### src/hdl/ozb_pkg.sv
`default_nettype none
// ----------------------------------------------------------------------------
// ozb_pkg
// Shared types, request codes and defaults for the occlusion depth buffer.
// ----------------------------------------------------------------------------
package ozb_pkg;

  // Default buffer geometry
  localparam int DEF_BUF_WIDTH  = 128;
  localparam int DEF_BUF_HEIGHT = 64;

  // Internal coordinate width: holds buffer sizes up to 2047 and any clamp sum
  localparam int COORD_W = 11;
  localparam int CNT_W   = 14;
  localparam int Z_W     = 8;

  // Request codes
  localparam logic [1:0] REQ_CLEAR = 2'd0;
  localparam logic [1:0] REQ_SPAN  = 2'd1;
  localparam logic [1:0] REQ_RECT  = 2'd2;
  localparam logic [1:0] REQ_COVER = 2'd3;

  // Far depth code written by a clear
  localparam logic [Z_W-1:0] FAR_CODE = 8'd0;

  // Saturation value of both counts
  localparam logic [CNT_W-1:0] CNT_MAX = '1;

  typedef struct packed {
    logic [1:0] req_type;
    logic [6:0] x_pos;
    logic [5:0] y_pos;
    logic [7:0] x_size;
    logic [6:0] y_size;
    logic [6:0] half_x;
    logic [5:0] half_y;
    logic [7:0] z_code;
  } ozb_in_t;

  typedef struct packed {
    logic              visible;
    logic [CNT_W-1:0]  visible_count;
    logic [CNT_W-1:0]  total_count;
  } ozb_out_t;

  // Controller to datapath commands
  typedef struct packed {
    logic force_clr;  // select a full clear pass
    logic load;       // capture the accepted request
    logic setup;      // compute clamped ranges, clear accumulators
    logic step;       // issue one pixel access and advance the scan
    logic emit;       // load the result register
  } ozb_cmd_t;

  // Datapath to controller status
  typedef struct packed {
    logic empty;      // clamped range covers no pixel
    logic last;       // scan position is at the final pixel
  } ozb_sts_t;

endpackage
`default_nettype wire

### src/hdl/ozb_ctrl.sv
`default_nettype none
// ----------------------------------------------------------------------------
// ozb_ctrl
// Request sequencer: reset clear pass, setup, pixel scan, drain, result hand-off.
// ----------------------------------------------------------------------------
module ozb_ctrl (
  input  wire logic             clk,
  input  wire logic             rst_n,
  input  wire logic             in_valid,
  output logic                  in_ready,
  input  wire logic             out_ready,
  output logic                  out_valid,
  output ozb_pkg::ozb_cmd_t     cmd,
  input  wire ozb_pkg::ozb_sts_t sts
);
  import ozb_pkg::*;

  localparam logic [2:0] ST_INIT  = 3'd0;
  localparam logic [2:0] ST_IDLE  = 3'd1;
  localparam logic [2:0] ST_SETUP = 3'd2;
  localparam logic [2:0] ST_SCAN  = 3'd3;
  localparam logic [2:0] ST_DRAIN = 3'd4;
  localparam logic [2:0] ST_DONE  = 3'd5;

  logic [2:0] state_r, state_nxt;
  logic       boot_r, boot_nxt;
  logic       out_valid_r, out_valid_nxt;

  assign in_ready  = (state_r == ST_IDLE);
  assign out_valid = out_valid_r;

  // Sequence one request at a time
  always_comb begin
    cmd           = '0;
    state_nxt     = state_r;
    boot_nxt      = boot_r;
    out_valid_nxt = out_valid_r && !out_ready;
    unique case (state_r)
      ST_INIT: begin
        cmd.force_clr = 1'b1;
        state_nxt     = ST_SETUP;
      end
      ST_IDLE: begin
        if (in_valid) begin
          cmd.load  = 1'b1;
          state_nxt = ST_SETUP;
        end
      end
      ST_SETUP: begin
        cmd.setup = 1'b1;
        state_nxt = sts.empty ? ST_DONE : ST_SCAN;
      end
      ST_SCAN: begin
        cmd.step = 1'b1;
        if (sts.last) begin
          state_nxt = ST_DRAIN;
        end
      end
      ST_DRAIN: begin
        if (boot_r) begin
          boot_nxt  = 1'b0;
          state_nxt = ST_IDLE;
        end else begin
          state_nxt = ST_DONE;
        end
      end
      ST_DONE: begin
        if (!out_valid_r || out_ready) begin
          cmd.emit      = 1'b1;
          out_valid_nxt = 1'b1;
          state_nxt     = ST_IDLE;
        end
      end
      default: begin
        state_nxt = ST_IDLE;
      end
    endcase
  end

  // Hold state; reset starts the clearing pass
  always_ff @(posedge clk) begin
    if (!rst_n) begin
      state_r     <= ST_INIT;
      boot_r      <= 1'b1;
      out_valid_r <= 1'b0;
    end else begin
      state_r     <= state_nxt;
      boot_r      <= boot_nxt;
      out_valid_r <= out_valid_nxt;
    end
  end

  // Only one request in flight
  a_one_in_flight: assert property (@(posedge clk) disable iff (!rst_n)
    (in_valid && in_ready) |=> !in_ready)
    else $error("ozb_ctrl: request accepted while another is in flight");

  // Never overwrite an untaken result
  a_emit_free: assert property (@(posedge clk) disable iff (!rst_n)
    cmd.emit |-> (!out_valid_r || out_ready))
    else $error("ozb_ctrl: result register overwritten");

  // The reset clear pass produces no result
  a_boot_quiet: assert property (@(posedge clk) disable iff (!rst_n)
    boot_r |-> (!out_valid_r && !in_ready))
    else $error("ozb_ctrl: activity during reset clear pass");

endmodule
`default_nettype wire

### config.mk
export PLATFORM = sky130hd
export DESIGN_NAME = ozb_ctrl
export DESIGN_NICKNAME = d
export VERILOG_FILES = /design/src/hdl/ozb_pkg.sv /design/src/hdl/ozb_ctrl.sv
export SDC_FILE = /design/constraint.sdc
export NUM_CORES = 1
export LEC_CHECK = 0
export CAP_MARGIN = 20
export CORE_AREA = 2 2 39 41
export DETAILED_ROUTE_END_ITERATION = 6
export DIE_AREA = 0 0 41 43
export DONT_BUFFER_PORTS = 1
export MAX_ROUTING_LAYER = met4
export PLACE_DENSITY = 0.36
export SLEW_MARGIN = 20
export SYNTH_ARGS = -nofsm -noshare
export SYNTH_HDL_FRONTEND = slang
export SYNTH_SLANG_ARGS = --single-unit
### constraint.sdc
create_clock -name clk -period 1.3 [get_ports clk]
set_input_delay 0.26 -clock clk [delete_from_list [all_inputs] [get_ports clk]]
set_output_delay 0.26 -clock clk [all_outputs]
set_load 0.02 [all_outputs]
Word-level counts from Yosys, hierarchy flattened
Index checks and enable logic that the tools add are counted.
{"block": "word_totals", "register_bits": 5, "latchBits": 0, "mem_bits_rw": 0, "rom_bits": 0, "out_inout_bits": 7, "n_memories": 0}
{"block": "classes", "n_addsub": 0, "n_mul": 0, "div": 0, "order_cmp": 0, "eq_ne": 8, "shifts": 0, "mux": 15, "n_bitwise": 0, "n_reduce_logical": 6}
{"cell": "case mux 3 bit (6 select lines)", "count": 1}
{"cell": "two-way mux 3 bit", "count": 5}
{"cell": "two-way mux 1 bit", "count": 9}
{"cell": "== test 3 x 2 -> 1 bit (second input constant)", "count": 2}
{"cell": "== test 3 bit (second input constant)", "count": 2}
{"cell": "!= test 2 bit (second input constant)", "count": 3}
{"cell": "== test 3 x 1 -> 1 bit (second input constant)", "count": 1}
{"cell": "zero test 3 bit", "count": 1}
{"cell": "AND reduction 3 bit", "count": 1}
{"cell": "zero test 1 bit", "count": 2}
{"cell": "logical AND 1 bit", "count": 1}
{"cell": "logical OR 1 bit", "count": 1}

Depth between registers and ports, before layout
Gate-level depths: netlist of run 1.
{"block": "logic_depth", "depth_word": 4, "depth_mapped": 4, "depth_no_buf": 3}

Worst setup path before layout of run 1
No wires, ideal clock.
{"block": "synth_path", "kind": "reg2out", "from": "register state_r[0]", "to": "output port cmd[3] in the netlist's numbering", "arrival_ps": 1105, "t_required_ps": 1040, "path_slack_ps": -65, "path_stages_with_launch": 5, "n_path_buf": 1, "cell_sequence": "dfxtp_1 > buf_4 > nand2b_4 > nor2_1 > and2_1"}
{"item": "from (decl)", "line_no": "ozb_ctrl.sv:25", "source": "logic [2:0] state_r, state_nxt;"}
{"item": "from (signal assigned)", "line_no": "ozb_ctrl.sv:87", "source": "state_r <= state_nxt;"}
{"item": "to (decl)", "line_no": "ozb_ctrl.sv:13", "source": "output ozb_pkg::ozb_cmd_t cmd,"}

==> reports/metrics.csv, run 1 <==
stage;metric;value;unit
status;outcome;finished, violations left;
status;violations;setup timing;
finish;fin_cells;66;
routing;postRouteAntennaNets;0;
setup_path;critPathCaptureType;output pin;
routing;drtPass1Iterations;4;
placement;dpl_worst_slack;61.0;ps
finish;syn_to_final_growth;45.2;%
yosys;yosysSeqAreaShare;0.320;
die;dieWidth;41;um
power;p_seq_frac;0.312;
yosys;synth_compound_area_frac;0.196;
placement;placed_area;373;sq um
placement;gp_congestion;0.740;
finish;stdcell_area;454;sq um
clocking;clock_path_buffers;2;
setup_path;cp_data_required_time;1040;ps
power;p_leak;0.183;nW
yosys;synth_top_family_by_area;simple AND/OR/NAND/NOR gates;
yosys;ys_ff_latch;5;
sta;fmax;0.748;GHz
sta;fin_crit_sh;1.03;
placement;numPortBuffers;0;
sta;finalHoldViolCount;0;
finish;nets;57;
sta;fin_crit;1340;ps
setup_path;path_class;reg -> out;
sta;fin_tns_setup;-56.6;ps
routing;num_vias;311;
setup_path;cp_slowest_stage_delay;370;ps
yosys;synth_xor_area_frac;0;
worst_hold_path;min_path_type;in -> reg;
routing;drt_iter0_drc;1;
sta;worst_pin_slew;272;ps
yosys;synthesis.nets;42;
clocking;hold_buffers;0;
placement;dp_hpwl;576;um
grt;grt_max_degree;10;
power;power_density;1490;nW/um^2
grt;antenna_found_initial;0;
power;swShare;0.334;
sta;clock_skew;0.384;ps
power;vdd.ir_drop.worst;428;uV
yosys;avgSynthCellArea;8.69;sq um
run;maxCapViolations;0;
grt;grt_util_met1;0.126;
yosys;yosysUniqueCellTypes;24;
power;pwr-share-clk;0.258;
sta;setup_viol;2;
power;intPower;0.452;mW
sta;slew_headroom;0.817;
routing;wire_per_inst;11.5;um
finish;num_antenna_cells;0;
finish;final_common_cell;buf_4;
clocking;cts_buffers;3;
grt;grt_use_met2;0.147;
finish;utilization;0.328;
grt;grt_remaining_overflow;0;
clocking;cts_num_sinks;5;
routing;routed_via_density;4.71;
setup_path;path_cells;and2b_1 -> nor2b_1 -> buf_4;
setup_path;path_max_fanout;8;
yosys;netlist_area;313;sq um
yosys;ys_warn_count;0;
setup_path;start_kind;register;
setup_path;worstPathArrival;1080;ps
setup_path;cp_slowest_cell;dfxtp_4;
sta;finalWorstSetupSlack;-37.4;ps
yosys;yosys-mux-area-fraction;0;
setup_path;critical_path.top_delay_family;flip-flops;
power;p_comb_frac;0.430;
clocking;cts-root-buf;clkbuf_4;
grt;grt_pass1_wl;1.24;mm
die;core_area;1380;sq um
grt;use_met3;0.0314;
finish;final_cell_mix;11 x buf_4, 3 x nor2b_1, 3 x clkbuf_4;
yosys;synth_simple_gate_area_frac;0.412;
yosys;yosys.area_share.adder;0;
die;fp-row-count;14;
finish;drive_gt1_frac;0.480;
sta;rsz0062_at_grt;yes;
routing;remaining_drc_errors;0;
routing;wirelength;756;um
die;ios;13;
clocking;cts.reportedPaths.clkPinSlew;40;ps
finish;nFillCells;159;
die;chipHeight;43;um
clocking;clk_latency;240;ps
clocking;cts_tree;built;
setup_path;cp_num_buf_inv;1;
clocking;cts_htree_levels;1;
grt;top_usage_layer;met2;
yosys;syn_inst;36;
die;dieArea;1760;sq um
power;p_switching;0.227;mW
placement;place_inst;57;
grt;grt_use_total;0.110;
grt;first_global_vias;310;
sta;finalMaxSlewViolations;0;
die;initial_core_util;0.226;
[power by group through the flow]
stage,Combinational [mW],Sequential (mW),Clock [mW]
finish,0.291,0.212,0.175
global route,0.316,0.219,0.200
CTS,0.268,0.218,0.187
detailed placement,0.225,0.219,0
global placement,0.225,0.218,0
floorplan,0.188,0.192,0
[layer usage]
metal	vias up	wire (um)
li1	157	-
met1	141	311
met2	11	370
met3	2	63
met4	0	10
met5	-	0
[sequential cells by signal, summed over array words and instances (netlist names)]
name	cells
boot_r	1
out_valid	1
state_r	3
[logic make-up (layout without fill, tap and decap cells)]
family / Yosys count / in the layout
simple gates: 18 / 18
compound gates: 9 / 9
buf+inv: 4 / 18
flops: 5 / 5
[cell usage after synthesis, drive strengths merged]
master | n | area [sq um]
nor3b | 1 | 7.51
inv | 2 | 7.51
o21ai | 2 | 10.0
buf | 2 | 15.0
o21a | 1 | 7.51
nor2b | 4 | 25.0
o31ai | 1 | 7.51
o311a | 1 | 10.0
nand3b | 1 | 7.51
and2 | 2 | 12.5
and3 | 1 | 6.26
a211oi | 1 | 7.51
nand2b | 2 | 20.0
and2b | 1 | 7.51
dfxtp | 5 | 100
nor4b | 1 | 15.0
nor4bb | 1 | 10.0
nor3 | 2 | 10.0
o31a | 1 | 8.76
a21oi | 2 | 10.0
nand2 | 1 | 3.75
nor2 | 1 | 3.75
[through the flow]
stage / hold WS [ps] / power [mW]
after floorplan: 322 / 0.379
after global placement: 327 / 0.443
after detailed placement: 327 / 0.444
after CTS: 76.1 / 0.672
after global routing: 65.9 / 0.734
final: 84.9 / 0.679
[area by class of cell]
cell class                 instances  area, sq um  area share
multi-input combinational         27          204       0.449
timing repair buffer              12         87.6       0.193
clock buffer                       4         26.3      0.0579
inverter                           2         7.51      0.0165
tap                               16         20.0      0.0441
sequential                         5          109       0.240
[final timing paths]
| check | startpoint | end | slack (ps) | cells past startpoint |
|---|---|---|---|---|
| max reg2reg | state_r[1] | state_r[1] | 70 | 4 |
| min | rst_n | boot_r | 80 | 1 |
| min reg2reg | boot_r | boot_r | 470 | 2 |
| max | state_r[2] | cmd[2] | -40 | 3 |
[timing repair]
action                     in CTS  in global routing
pin swaps                       1                  0
cloned                          0                  0
setup endpoints to repair       5                  5
gates resized for setup         8                  3
setup buffers                   3                  2
Power figures use the tool's default switching activity.
==> run 2, diff against run 1 <==
--- a/config.mk
+++ b/config.mk
@@ -7,6 +7,7 @@
 export LEC_CHECK = 0
 export CAP_MARGIN = 20
 export CORE_AREA = 2 2 39 41
+export CTS_BUF_LIST = sky130_fd_sc_hd__clkbuf_8
 export DETAILED_ROUTE_END_ITERATION = 6
 export DIE_AREA = 0 0 41 43
 export DONT_BUFFER_PORTS = 1
==> reports/metrics.csv, run 2 (synthesized netlist as in run 1, its figures left out) <==
stage;metric;value;unit;change
power;power_density;1650;nW/um^2;+11%
finish;nets;56;;-1.8%
setup_path;cp_slowest_stage_delay;370;ps;about the same
routing;routed_via_density;4.68;;-0.75%
grt;first_global_vias;314;;+1.3%
run;maxCapViolations;0;;unchanged
routing;remaining_drc_errors;0;;unchanged
placement;dp_hpwl;576;um;unchanged
finish;final_cell_mix;11 x buf_4, 4 x nor2b_1, 3 x inv_1, 3 x clkbuf_8;;
placement;numPortBuffers;0;;unchanged
setup_path;path_max_fanout;8;;unchanged
power;vdd.ir_drop.worst;666;uV;+56%
clocking;cts_htree_levels;1;;unchanged
setup_path;path_cells;and2b_1 -> nor2b_1 -> buf_4;;
die;dieWidth;41;um;unchanged
die;ios;13;;unchanged
sta;finalMaxSlewViolations;0;;unchanged
finish;nFillCells;161;;+1.3%
status;outcome;finished, violations left;;
grt;antenna_found_initial;0;;unchanged
placement;place_inst;57;;unchanged
die;chipHeight;43;um;unchanged
sta;clock_skew;0.289;ps;-0.0951 ps
finish;syn_to_final_growth;49.2;%;
routing;num_vias;304;;-2.3%
finish;fin_cells;65;;-1.5%
power;p_leak;0.191;nW;+4.8%
die;fp-row-count;14;;unchanged
sta;fin_crit;1310;ps;-23.2 ps
clocking;cts-root-buf;clkbuf_8;;
die;dieArea;1760;sq um;unchanged
sta;fin_crit_sh;1.01;;-0.0178
grt;grt_use_total;0.112;;+0.00206
sta;finalWorstSetupSlack;-14.2;ps;+23.2 ps
setup_path;worstPathArrival;1050;ps;-30 ps
setup_path;cp_data_required_time;1040;ps;about the same
placement;gp_congestion;0.740;;unchanged
clocking;cts_buffers;3;;unchanged
die;initial_core_util;0.226;;unchanged
finish;multiInputGateArea;203;sq um;-0.61%
sta;setup_viol;2;;unchanged
clocking;cts.reportedPaths.clkPinSlew;30;ps;about the same
routing;wire_per_inst;11.5;um;+0.33%
status;violations;setup timing;;
sta;fmax;0.761;GHz;+1.8%
finish;regArea;109;sq um;unchanged
routing;wirelength;747;um;-1.2%
clocking;cts_tree;built;;
sta;finalHoldViolCount;0;;unchanged
routing;postRouteAntennaNets;0;;unchanged
sta;slew_headroom;0.822;;+0.00439
clocking;clock_path_buffers;2;;unchanged
finish;top_register;state_r;;
finish;num_antenna_cells;0;;unchanged
sta;worst_pin_slew;266;ps;-6.53 ps
setup_path;start_kind;register;;
sta;rsz0062_at_grt;yes;;
clocking;cts_num_sinks;5;;unchanged
grt;grt_remaining_overflow;0;;unchanged
grt;grt_max_degree;10;;unchanged
grt;grt_pass1_wl;1.26;mm;+1.6%
clocking;clk_latency;220;ps;-20 ps
sta;hold-worst-slack;105;ps;+20.0 ps
setup_path;cp_slowest_cell;dfxtp_4;;
worst_hold_path;holdPathStages;1;;unchanged
setup_path;critPathCaptureType;output pin;;
worst_hold_path;min_path_type;in -> reg;;
routing;drt_iter0_drc;0;;-1
finish;final_common_cell;buf_4;;
finish;largest_reg_flops;3;;unchanged
setup_path;reg2reg_depth;4;;unchanged
routing;drtPass1Iterations;1;;-3
finish;drive_gt1_frac;0.449;;-0.0310
setup_path;path_class;reg -> out;;
die;core_area;1380;sq um;unchanged
run 2: routing by layer:
layer / track usage / vias up / wire length [um]
li1: - / 154 / -
met1: 0.129 / 138 / 315
met2: 0.150 / 10 / 356
met3: 0.0314 / 2 / 64
met4: 0.100 / 0 / 10
met5: - / - / 0
run 2: metrics by stage:
step | setup WS (ps) | total power [mW] | setup TNS [ps] | util | cell area [sq um]
global route | -65.2 | 0.822 | -115 | 0.337 | 467
CTS | -24.0 | 0.767 | -42.3 | 0.326 | 452
detailed placement | 61.0 | 0.444 | 0 | 0.269 | 373
global placement | 87.1 | 0.443 | 0 | 0.269 | 373
floorplan | 50.7 | 0.379 | 0 | - | 315
finish | -14.2 | 0.771 | -23.8 | 0.337 | 467
run 2: layout make-up:
cell class              instances  share of cell area
clock buffers                   3              0.0885
clock inverters                 1             0.00804
inverters                       2              0.0161
multi-input cells              27               0.434
flip-flops and latches          5               0.233
well taps                      16              0.0429
repair buffers                 11               0.177
run 2: critical path, delay by kind of cell, from the launching register on:
family | cells | cell delay [ps]
flip-flops | 1 | 370
AND/OR/NAND/NOR | 2 | 330
buffers and inverters | 1 | 150
run 2: power breakdown:
group / internal (mW) / switching [mW] / total, mW
logic: 0.152 / 0.129 / 0.281
clock network: 0.202 / 0.0717 / 0.274
registers: 0.182 / 0.0349 / 0.217
total: 0.535 / 0.235 / 0.771
run 2: final timing paths:
| kind | end | slack (ps) | from |
|---|---|---|---|
| setup / recovery | cmd[2] | -10 | state_r[2] |
| hold / removal | boot_r | 100 | rst_n |
| setup reg to reg | state_r[1] | 70 | state_r[1] |
| hold reg to reg | boot_r | 470 | boot_r |
run 2: what timing repair did:
item                                   in CTS  in global routing
resized for setup                           7                  2
setup buffers                               3                  1
endpoints found under the hold margin       0                  0
pin swaps                                   0                  1
setup endpoints to repair                   5                  3
hold buffers                                0                  0
